$ cat config.mk
export PLATFORM = sky130hd
export DESIGN_NAME = framed_packet_receiver_crc16_flat
export DESIGN_NICKNAME = d
export VERILOG_FILES = /design/src/rtl/fpr_pkg.sv /design/src/rtl/fpr_ifs.sv /design/src/rtl/fpr_cfg_regs.sv /design/src/rtl/fpr_parser.sv /design/src/rtl/framed_packet_receiver_crc16.sv /design/src/flat_wrapper.sv
export SDC_FILE = /design/constraint.sdc
export NUM_CORES = 1
export LEC_CHECK = 0
export BUFFER_PORTS_ARGS = -buffer_cell sky130_fd_sc_hd__buf_4
export CAP_MARGIN = 10
export CORE_MARGIN = 2
export CORE_UTILIZATION = 55
export DETAILED_ROUTE_END_ITERATION = 7
export PLACE_DENSITY = 0.76
export SLEW_MARGIN = 10
export SYNTH_ARGS = -nofsm -noshare
export SYNTH_HDL_FRONTEND = slang
export SYNTH_SLANG_ARGS = --single-unit
$ cat constraint.sdc
create_clock -name clk_i -period 7.6 [get_ports clk_i]
set_input_delay 1.14 -clock clk_i [delete_from_list [all_inputs] [get_ports clk_i]]
set_output_delay 1.14 -clock clk_i [all_outputs]
set_load 0.05 [all_outputs]
$ cat src/rtl/fpr_pkg.sv
`timescale 1ns / 1ps
`default_nettype none

package fpr_pkg;

  typedef logic [7:0]  byte_t;
  typedef logic [15:0] word_t;

  // Largest frame in bytes, start and end markers included.
  localparam byte_t FrameBytes  = 8'd128;
  // Start marker, type, two length bytes and two CRC bytes.
  localparam byte_t HeaderBytes = 8'd6;

  localparam word_t CrcPoly = 16'h1021;
  localparam word_t CrcInit = 16'hFFFF;

  // Byte offsets of the header fields within a frame.
  localparam byte_t OffType  = 8'd1;
  localparam byte_t OffLenHi = 8'd2;
  localparam byte_t OffLenLo = 8'd3;
  localparam byte_t OffCrcHi = 8'd4;
  localparam byte_t OffCrcLo = 8'd5;

  localparam int unsigned CfgIdxW = 4;
  typedef logic [CfgIdxW-1:0] cfg_idx_t;

  localparam cfg_idx_t CfgStartMarker = cfg_idx_t'(0);
  localparam cfg_idx_t CfgEndMarker   = cfg_idx_t'(1);

  localparam byte_t StartMarkerRst = 8'd2;
  localparam byte_t EndMarkerRst   = 8'd3;

  typedef enum logic [2:0] {
    ST_VALID        = 3'd0,
    ST_TOO_SHORT    = 3'd1,
    ST_LEN_MISMATCH = 3'd2,
    ST_CRC_MISMATCH = 3'd3,
    ST_OVERFLOW     = 3'd4
  } fpr_status_e;

  typedef struct packed {
    byte_t start_marker;
    byte_t end_marker;
  } fpr_markers_t;

  typedef struct packed {
    fpr_status_e frame_status;
    byte_t       message_type;
    word_t       payload_length;
    word_t       received_crc;
    word_t       computed_crc;
    byte_t       first_payload_byte;
  } fpr_result_t;

  // CRC-16-CCITT, MSB first, one byte per call.
  function automatic word_t crc16_byte(input word_t crc, input byte_t b);
    word_t c;
    c = crc ^ {b, 8'h00};
    for (int i = 0; i < 8; i++) begin
      if (c[15]) begin
        c = {c[14:0], 1'b0} ^ CrcPoly;
      end else begin
        c = {c[14:0], 1'b0};
      end
    end
    return c;
  endfunction

endpackage

`default_nettype wire

$ cat src/rtl/fpr_ifs.sv
`timescale 1ns / 1ps
`default_nettype none

interface fpr_byte_if;
  import fpr_pkg::*;
  logic  valid;
  logic  ready;
  byte_t rx_byte;
  modport source (output valid, output rx_byte, input ready);
  modport sink   (input valid, input rx_byte, output ready);
endinterface

interface fpr_cfg_if;
  import fpr_pkg::*;
  logic     valid;
  logic     ready;
  cfg_idx_t index;
  byte_t    data;
  modport source (output valid, output index, output data, input ready);
  modport sink   (input valid, input index, input data, output ready);
endinterface

interface fpr_result_if;
  import fpr_pkg::*;
  logic       valid;
  logic       ready;
  logic [2:0] frame_status;
  byte_t      message_type;
  word_t      payload_length;
  word_t      received_crc;
  word_t      computed_crc;
  byte_t      first_payload_byte;
  modport source (output valid, output frame_status, output message_type,
                  output payload_length, output received_crc, output computed_crc,
                  output first_payload_byte, input ready);
  modport sink   (input valid, input frame_status, input message_type,
                  input payload_length, input received_crc, input computed_crc,
                  input first_payload_byte, output ready);
endinterface

`default_nettype wire

$ cat src/rtl/fpr_cfg_regs.sv
`timescale 1ns / 1ps
`default_nettype none

module fpr_cfg_regs (
  input  wire logic            clk_i,
  input  wire logic            rst_ni,
  fpr_cfg_if.sink              cfg_i,
  output fpr_pkg::fpr_markers_t markers_o
);
  import fpr_pkg::*;

  fpr_markers_t markers_q;

  assign cfg_i.ready = 1'b1;
  assign markers_o   = markers_q;

  // Writes to indexes beyond the register list are dropped.
  always_ff @(posedge clk_i or negedge rst_ni) begin
    if (!rst_ni) begin
      markers_q.start_marker <= StartMarkerRst;
      markers_q.end_marker   <= EndMarkerRst;
    end else if (cfg_i.valid) begin
      case (cfg_i.index)
        CfgStartMarker: markers_q.start_marker <= cfg_i.data;
        CfgEndMarker:   markers_q.end_marker   <= cfg_i.data;
        default: ;
      endcase
    end
  end

endmodule

`default_nettype wire

$ cat src/rtl/fpr_parser.sv
`timescale 1ns / 1ps
`default_nettype none

module fpr_parser (
  input  wire logic             clk_i,
  input  wire logic             rst_ni,
  input  wire logic             step_i,
  input  wire fpr_pkg::byte_t   rx_byte_i,
  input  wire fpr_pkg::fpr_markers_t markers_i,
  output logic                  emit_o,
  output fpr_pkg::fpr_result_t  result_o
);
  import fpr_pkg::*;

  logic  in_frame_q, in_frame_d;
  byte_t count_q, count_d;
  byte_t type_q, type_d;
  word_t len_q, len_d;
  word_t crc_rx_q, crc_rx_d;
  word_t crc_q, crc_d;
  byte_t first_q, first_d;

  logic [16:0] total_exp;
  fpr_status_e status;

  always_comb begin
    in_frame_d = in_frame_q;
    count_d    = count_q;
    type_d     = type_q;
    len_d      = len_q;
    crc_rx_d   = crc_rx_q;
    crc_d      = crc_q;
    first_d    = first_q;
    emit_o     = 1'b0;
    status     = ST_VALID;
    total_exp  = 17'(HeaderBytes) + 17'd1 + {1'b0, len_q};

    if (!in_frame_q) begin
      if (rx_byte_i == markers_i.start_marker) begin
        in_frame_d = 1'b1;
        count_d    = 8'd1;
        type_d     = '0;
        len_d      = '0;
        crc_rx_d   = '0;
        crc_d      = CrcInit;
        first_d    = '0;
      end
    end else if (count_q >= FrameBytes) begin
      // The byte that would overrun the frame is dropped.
      in_frame_d = 1'b0;
      emit_o     = 1'b1;
      status     = ST_OVERFLOW;
    end else begin
      count_d = count_q + 8'd1;
      case (count_q)
        OffType:  type_d   = rx_byte_i;
        OffLenHi: len_d    = {rx_byte_i, len_q[7:0]};
        OffLenLo: len_d    = {len_q[15:8], rx_byte_i};
        OffCrcHi: crc_rx_d = {rx_byte_i, crc_rx_q[7:0]};
        OffCrcLo: crc_rx_d = {crc_rx_q[15:8], rx_byte_i};
        default: ;
      endcase
      total_exp = 17'(HeaderBytes) + 17'd1 + {1'b0, len_d};

      if (rx_byte_i == markers_i.end_marker) begin
        // A header byte equal to the end marker is captured and also closes.
        in_frame_d = 1'b0;
        emit_o     = 1'b1;
        if (count_d < HeaderBytes) begin
          status = ST_TOO_SHORT;
        end else if ({9'd0, count_d} != total_exp) begin
          status = ST_LEN_MISMATCH;
        end else if (crc_rx_d != crc_q) begin
          status = ST_CRC_MISMATCH;
        end else begin
          status = ST_VALID;
        end
      end else if (count_q >= HeaderBytes) begin
        if (count_q == HeaderBytes) begin
          first_d = rx_byte_i;
        end
        crc_d = crc16_byte(crc_q, rx_byte_i);
      end
    end
  end

  always_comb begin
    result_o.frame_status       = status;
    result_o.message_type       = type_d;
    result_o.payload_length     = len_d;
    result_o.received_crc       = crc_rx_d;
    result_o.computed_crc       = crc_q;
    result_o.first_payload_byte = first_q;
  end

  always_ff @(posedge clk_i or negedge rst_ni) begin
    if (!rst_ni) begin
      in_frame_q <= 1'b0;
      count_q    <= '0;
      type_q     <= '0;
      len_q      <= '0;
      crc_rx_q   <= '0;
      crc_q      <= CrcInit;
      first_q    <= '0;
    end else if (step_i) begin
      in_frame_q <= in_frame_d;
      count_q    <= count_d;
      type_q     <= type_d;
      len_q      <= len_d;
      crc_rx_q   <= crc_rx_d;
      crc_q      <= crc_d;
      first_q    <= first_d;
    end
  end

endmodule

`default_nettype wire

$ cat src/rtl/framed_packet_receiver_crc16.sv
// A result is registered when the parser consumes the closing byte. Throughput: one
// byte per cycle while the consumer keeps ready high; the byte register and the result
// register are each one entry deep, and the combinational CRC update sets the pace.
// Reset (rst_ni, asynchronous, active low) leaves the receiver outside a frame,
// both pipeline registers empty and the markers at 0x02 (start) and 0x03 (end).
`timescale 1ns / 1ps
`default_nettype none

module framed_packet_receiver_crc16 (
  input  wire logic clk_i,
  input  wire logic rst_ni,
  fpr_byte_if.sink     rx_i,
  fpr_cfg_if.sink      cfg_i,
  fpr_result_if.source res_o
);
  import fpr_pkg::*;

  // Byte register: holds the accepted request until the parser consumes it.
  logic  byte_vld_q;
  byte_t byte_q;

  // Result register: decouples the parser from a stalled consumer.
  logic        res_vld_q;
  fpr_result_t res_q;

  fpr_markers_t markers;
  logic         advance;
  logic         step;
  logic         emit;
  logic         res_load;
  fpr_result_t  result;

  fpr_cfg_regs u_cfg_regs (
    .clk_i     (clk_i),
    .rst_ni    (rst_ni),
    .cfg_i     (cfg_i),
    .markers_o (markers)
  );

  // The parser may consume the held byte whenever the result register is
  // free or is being emptied in this cycle, so a stream of bytes flows at
  // one per cycle while the consumer keeps ready high.
  assign advance  = !res_vld_q || res_o.ready;
  assign step     = byte_vld_q && advance;
  assign res_load = step && emit;

  assign rx_i.ready = !byte_vld_q || advance;

  always_ff @(posedge clk_i or negedge rst_ni) begin
    if (!rst_ni) begin
      byte_vld_q <= 1'b0;
    end else if (rx_i.ready) begin
      byte_vld_q <= rx_i.valid;
    end
  end

  always_ff @(posedge clk_i) begin
    if (rx_i.ready && rx_i.valid) begin
      byte_q <= rx_i.rx_byte;
    end
  end

  fpr_parser u_parser (
    .clk_i     (clk_i),
    .rst_ni    (rst_ni),
    .step_i    (step),
    .rx_byte_i (byte_q),
    .markers_i (markers),
    .emit_o    (emit),
    .result_o  (result)
  );

  always_ff @(posedge clk_i or negedge rst_ni) begin
    if (!rst_ni) begin
      res_vld_q <= 1'b0;
    end else if (res_load) begin
      res_vld_q <= 1'b1;
    end else if (res_o.ready) begin
      res_vld_q <= 1'b0;
    end
  end

  always_ff @(posedge clk_i) begin
    if (res_load) begin
      res_q <= result;
    end
  end

  assign res_o.valid              = res_vld_q;
  assign res_o.frame_status       = res_q.frame_status;
  assign res_o.message_type       = res_q.message_type;
  assign res_o.payload_length     = res_q.payload_length;
  assign res_o.received_crc       = res_q.received_crc;
  assign res_o.computed_crc       = res_q.computed_crc;
  assign res_o.first_payload_byte = res_q.first_payload_byte;

  // A new result never overwrites one that has not been taken.
  a_no_overwrite: assert property (@(posedge clk_i) disable iff (!rst_ni)
    res_load |-> (!res_vld_q || res_o.ready))
    else $error("result register overwritten while still pending");

  // A frame reported as valid must carry matching CRCs.
  a_valid_crc: assert property (@(posedge clk_i) disable iff (!rst_ni)
    (res_load && result.frame_status == ST_VALID)
      |-> (result.received_crc == result.computed_crc))
    else $error("valid verdict with mismatching CRC");

  // A byte held back by a stalled result register stays in place.
  a_byte_hold: assert property (@(posedge clk_i) disable iff (!rst_ni)
    (byte_vld_q && !advance) |=> (byte_vld_q && $stable(byte_q)))
    else $error("held byte lost while parser stalled");

endmodule

`default_nettype wire

$ cat src/flat_wrapper.sv
// flat-port wrapper written by rule: the top's interface ports become plain ports
module framed_packet_receiver_crc16_flat import fpr_pkg::*;
  (clk_i, rst_ni, rx_i_valid, rx_i_rx_byte, rx_i_ready, cfg_i_valid, cfg_i_index, cfg_i_data, cfg_i_ready, res_o_valid, res_o_frame_status, res_o_message_type, res_o_payload_length, res_o_received_crc, res_o_computed_crc, res_o_first_payload_byte, res_o_ready);
  fpr_byte_if rx_i_i ();
  fpr_cfg_if cfg_i_i ();
  fpr_result_if res_o_i ();
  input  wire logic clk_i;
  input  wire logic rst_ni;
  input wire logic [$bits(rx_i_i.valid)-1:0] rx_i_valid;
  input wire logic [$bits(rx_i_i.rx_byte)-1:0] rx_i_rx_byte;
  output wire logic [$bits(rx_i_i.ready)-1:0] rx_i_ready;
  input wire logic [$bits(cfg_i_i.valid)-1:0] cfg_i_valid;
  input wire logic [$bits(cfg_i_i.index)-1:0] cfg_i_index;
  input wire logic [$bits(cfg_i_i.data)-1:0] cfg_i_data;
  output wire logic [$bits(cfg_i_i.ready)-1:0] cfg_i_ready;
  output wire logic [$bits(res_o_i.valid)-1:0] res_o_valid;
  output wire logic [$bits(res_o_i.frame_status)-1:0] res_o_frame_status;
  output wire logic [$bits(res_o_i.message_type)-1:0] res_o_message_type;
  output wire logic [$bits(res_o_i.payload_length)-1:0] res_o_payload_length;
  output wire logic [$bits(res_o_i.received_crc)-1:0] res_o_received_crc;
  output wire logic [$bits(res_o_i.computed_crc)-1:0] res_o_computed_crc;
  output wire logic [$bits(res_o_i.first_payload_byte)-1:0] res_o_first_payload_byte;
  input wire logic [$bits(res_o_i.ready)-1:0] res_o_ready;
  assign rx_i_i.valid = rx_i_valid;
  assign rx_i_i.rx_byte = rx_i_rx_byte;
  assign rx_i_ready = rx_i_i.ready;
  assign cfg_i_i.valid = cfg_i_valid;
  assign cfg_i_i.index = cfg_i_index;
  assign cfg_i_i.data = cfg_i_data;
  assign cfg_i_ready = cfg_i_i.ready;
  assign res_o_valid = res_o_i.valid;
  assign res_o_frame_status = res_o_i.frame_status;
  assign res_o_message_type = res_o_i.message_type;
  assign res_o_payload_length = res_o_i.payload_length;
  assign res_o_received_crc = res_o_i.received_crc;
  assign res_o_computed_crc = res_o_i.computed_crc;
  assign res_o_first_payload_byte = res_o_i.first_payload_byte;
  assign res_o_i.ready = res_o_ready;
  framed_packet_receiver_crc16 u_core (.clk_i(clk_i), .rst_ni(rst_ni), .rx_i(rx_i_i), .cfg_i(cfg_i_i), .res_o(res_o_i));
endmodule
==> reports/results.txt <==
Status - completed
H-tree levels - 4
P_sw - 985 uW
RSZ-0062 raised after global routing - false
Gr ovfl total - 0
Initial Util - 56.0%
Die ar. - 15700 um^2
R2r worst-path depth - 13
CTS tree - built
Seq pwr share - 42.6%
Worst setup SP type - flop
Post-Synthesis Cells - 687
Setup Fix Bufs, Post-CTS - 0
Net Count, Synth - 717
Final setup fails - 0
Max cap viols - 0
FILL cells - 1072
Core ar. - 14500 um^2
Area grow syn2layout - 17.1%
Post-route DRC - 0
Synth area leader - edfxtp_1
Largest net degree at the start of global routing - 75
I/O Pins - 95
Post-Syn Area - 8100 um^2
First-pass GRT wire length - 31900 um
Slew @ Worst Pin - 1.06 ns
Final Hold Vio Count - 0
Achievable Freq - 251 MHz
N_diodes - 0
Commonest cells in the netlist - a22o_1, edfxtp_1, dfrtp_1
Slowest cell on crit path - or4_1
Post-route non-filler standard cell count - 953
Post-route ant nets - 0
VDD IR-drop max - 0.167 mV
Clock power frac - 30.0%
Max_slew headroom - 29.4%
Sequential-to-total area share from yosys stat - 56.2%
Sink Count - 166
Clock root cell - clkbuf_16
Area contributors post-synth - edfxtp_1, dfrtp_1, a22o_1
Die height - 125 um
Combinational power share - 27.4%
GP Congestion - 0.898
Slew Viols, Final - 0
Placed Instances - 921
P_int - 1950 uW
Vias/cell - 6.36
PortBufs - 93
Asr flop ratio synth - 54.8%
Final Skew - 0.00661 ns
DRT iter0 DRCs - 709
Mean post-synth cell area - 11.8 um^2
CTS Buffer Depth - 2
# hold bufs at CTS - 0
Critical Path RT - 7.89 ns
Share of layout cells above drive strength 1 - 24.2%
Most common cell in the netlist - a22o_1
Number of global-route vias before repair - 5714
CTS Buf Count - 17
Leakage - 0.00382 uW
Fin worst setup slack - 3.62 ns
Worst setup EP type - flop
Final Instance Area - 9490 um^2
Routed WL per cell - 21.4 um
Pre-CTS WS - 3.76 ns
Worst-path clk slew - 0.06 ns
Hold path depth - 0
Post-DP HPWL - 13500 um
Via count - 6064
Die W - 125 um
Cell variety after synth - 59
Post-route minimum period - 3.98 ns
Area share of the leading cell type in the synthesized netlist - 27.8%
Type of the worst min-delay path - flop to flop
Post-CTS sizing - 0
Drt pass-1 iters - 5
Worst stage delay on the critical path - 0.58 ns
Placed cell area - 8890 um^2
Main synth FF type - edfxtp_1
Crit path cell chain - inv_1 > ha_1 > or4_1 > or2_1 > a22o_1 > inv_1 > ha_1 > o211ai_1 > nor4_1 > o211ai_1 > a2111oi_4 > a31oi_1 > nor2_1
Post-synth EDFFs - 75
Final period utilization - 52.4%
Setup Crit Path Kind - flop to flop
WP data arrival - 4.27 ns
Setup TNS Final - 0 ns
Antenna violations before repair - 0
Nets - 786
CP max FO - 11
Gr usage total - 26.2%
Routed WL - 20400 um
Switching share of total power - 33.6%
Clock Latency Late Sink - 0.43 ns
Yosys reg bits - 166
PwrDens - 309 nW/um^2
Row count - 44
Ys Warns - 0
[cell usage in the layout (no fill, tap or decap), types with 20 or more instances in the layout]
master	instances
xnor2_1	50
a22o_1	93
mux2_2	24
dfrtp_1	72
buf_4	101
edfxtp_1	75
o21ai_0	36
a22oi_1	20
nor2_1	35
nand2_1	50
[final cells by class]
| class | instances | area [um^2] | area share [%] |
|---|---|---|---|
| clock buffers | 17 | 425 | 4.48 |
| inverters | 11 | 41.3 | 0.435 |
| flip-flops and latches | 166 | 4550 | 48.0 |
| repair buffers | 101 | 758 | 7.99 |
| multi-input cells | 459 | 3300 | 34.8 |
| well taps | 184 | 230 | 2.43 |
| clock inverters | 15 | 175 | 1.85 |
[through the flow]
| stage | hold WS, ns | total power, uW | util (%) |
|---|---|---|---|
| finish | 0.458 | 2930 | 65.5 |
| global route | 0.477 | 3060 | 65.5 |
| CTS | 0.459 | 2930 | 65.5 |
| detailed placement | 0.444 | 2050 | 61.4 |
| global placement | 0.439 | 2030 | 61.4 |
| floorplan | 0.425 | 1830 | - |
[per-layer routing]
| layer | track usage, % | share of wire, % | up-vias |
|---|---|---|---|
| li1 | - | - | 2713 |
| met4 | 9.35 | 2.3 | 0 |
| met2 | 38.9 | 45 | 337 |
| met5 | 0 | 0 | - |
| met1 | 38.7 | 44 | 2970 |
| met3 | 5.26 | 8.8 | 44 |
[power by group through the flow]
stage          Combinational [uW]  Clock, uW  Sequential, uW
6_report                      804        880            1250
5_1_grt                       875        925            1260
4_1_cts                       794        889            1250
3_5_place_dp                  787          0            1260
3_3_place_gp                  770          0            1260
2_1_floorplan                 652          0            1180
[worst max-delay path: cells and delay by family, from the launching register on]
kind | cells | cell delay [ns]
fa+ha+maj | 2 | 0.52
compound gates | 5 | 1.11
simple gates | 4 | 1.45
flops | 1 | 0.53
buf+inv | 2 | 0.24
[path summary, 6_finish.rpt]
path / from / to / slack [ns]
setup reg to reg: u_core.u_parser.count_q[0]$_DFFE_PN0P_ / u_core.res_o.frame_status[0]$_SDFFCE_PP0P_ / 3.62
min in group asynchronous: rst_ni / u_core.u_parser.count_q[5]$_DFFE_PN0P_ / 0.59
hold reg to reg: u_core.u_parser.first_q[7]$_DFFE_PN0P_ / u_core.res_o.first_payload_byte[7]$_DFFE_PP_ / 0.46
hold / removal: u_core.u_parser.first_q[7]$_DFFE_PN0P_ / u_core.res_o.first_payload_byte[7]$_DFFE_PP_ / 0.46
max in group asynchronous: rst_ni / u_core.u_parser.type_q[4]$_DFFE_PN0P_ / 5.75
setup / recovery: u_core.u_parser.count_q[0]$_DFFE_PN0P_ / u_core.res_o.frame_status[0]$_SDFFCE_PP0P_ / 3.62
[registers in the layout, indices dropped and copies added, names as in the netlist, 16 cells and up]
signal and count:
u_core.u_parser.crc_rx_q 16, u_core.res_o.received_crc 16, u_core.res_o.computed_crc 16, u_core.u_cfg_regs.markers_o 16, u_core.res_o.payload_length 16, u_core.u_parser.crc_q 16, u_core.u_parser.len_q 16
[logic make-up after synthesis]
group,synth area share [%]
AOI/OAI and AO/OA,19.1
xor gates and xnor gates,7.46
adders and majority gates,0.772
buffers and inverters,3.21
DFF,56.2
muxes,3.33
other,0.0463
and+or+nand+nor,9.87
No activity file was read; power rests on OpenSTA's default activity.
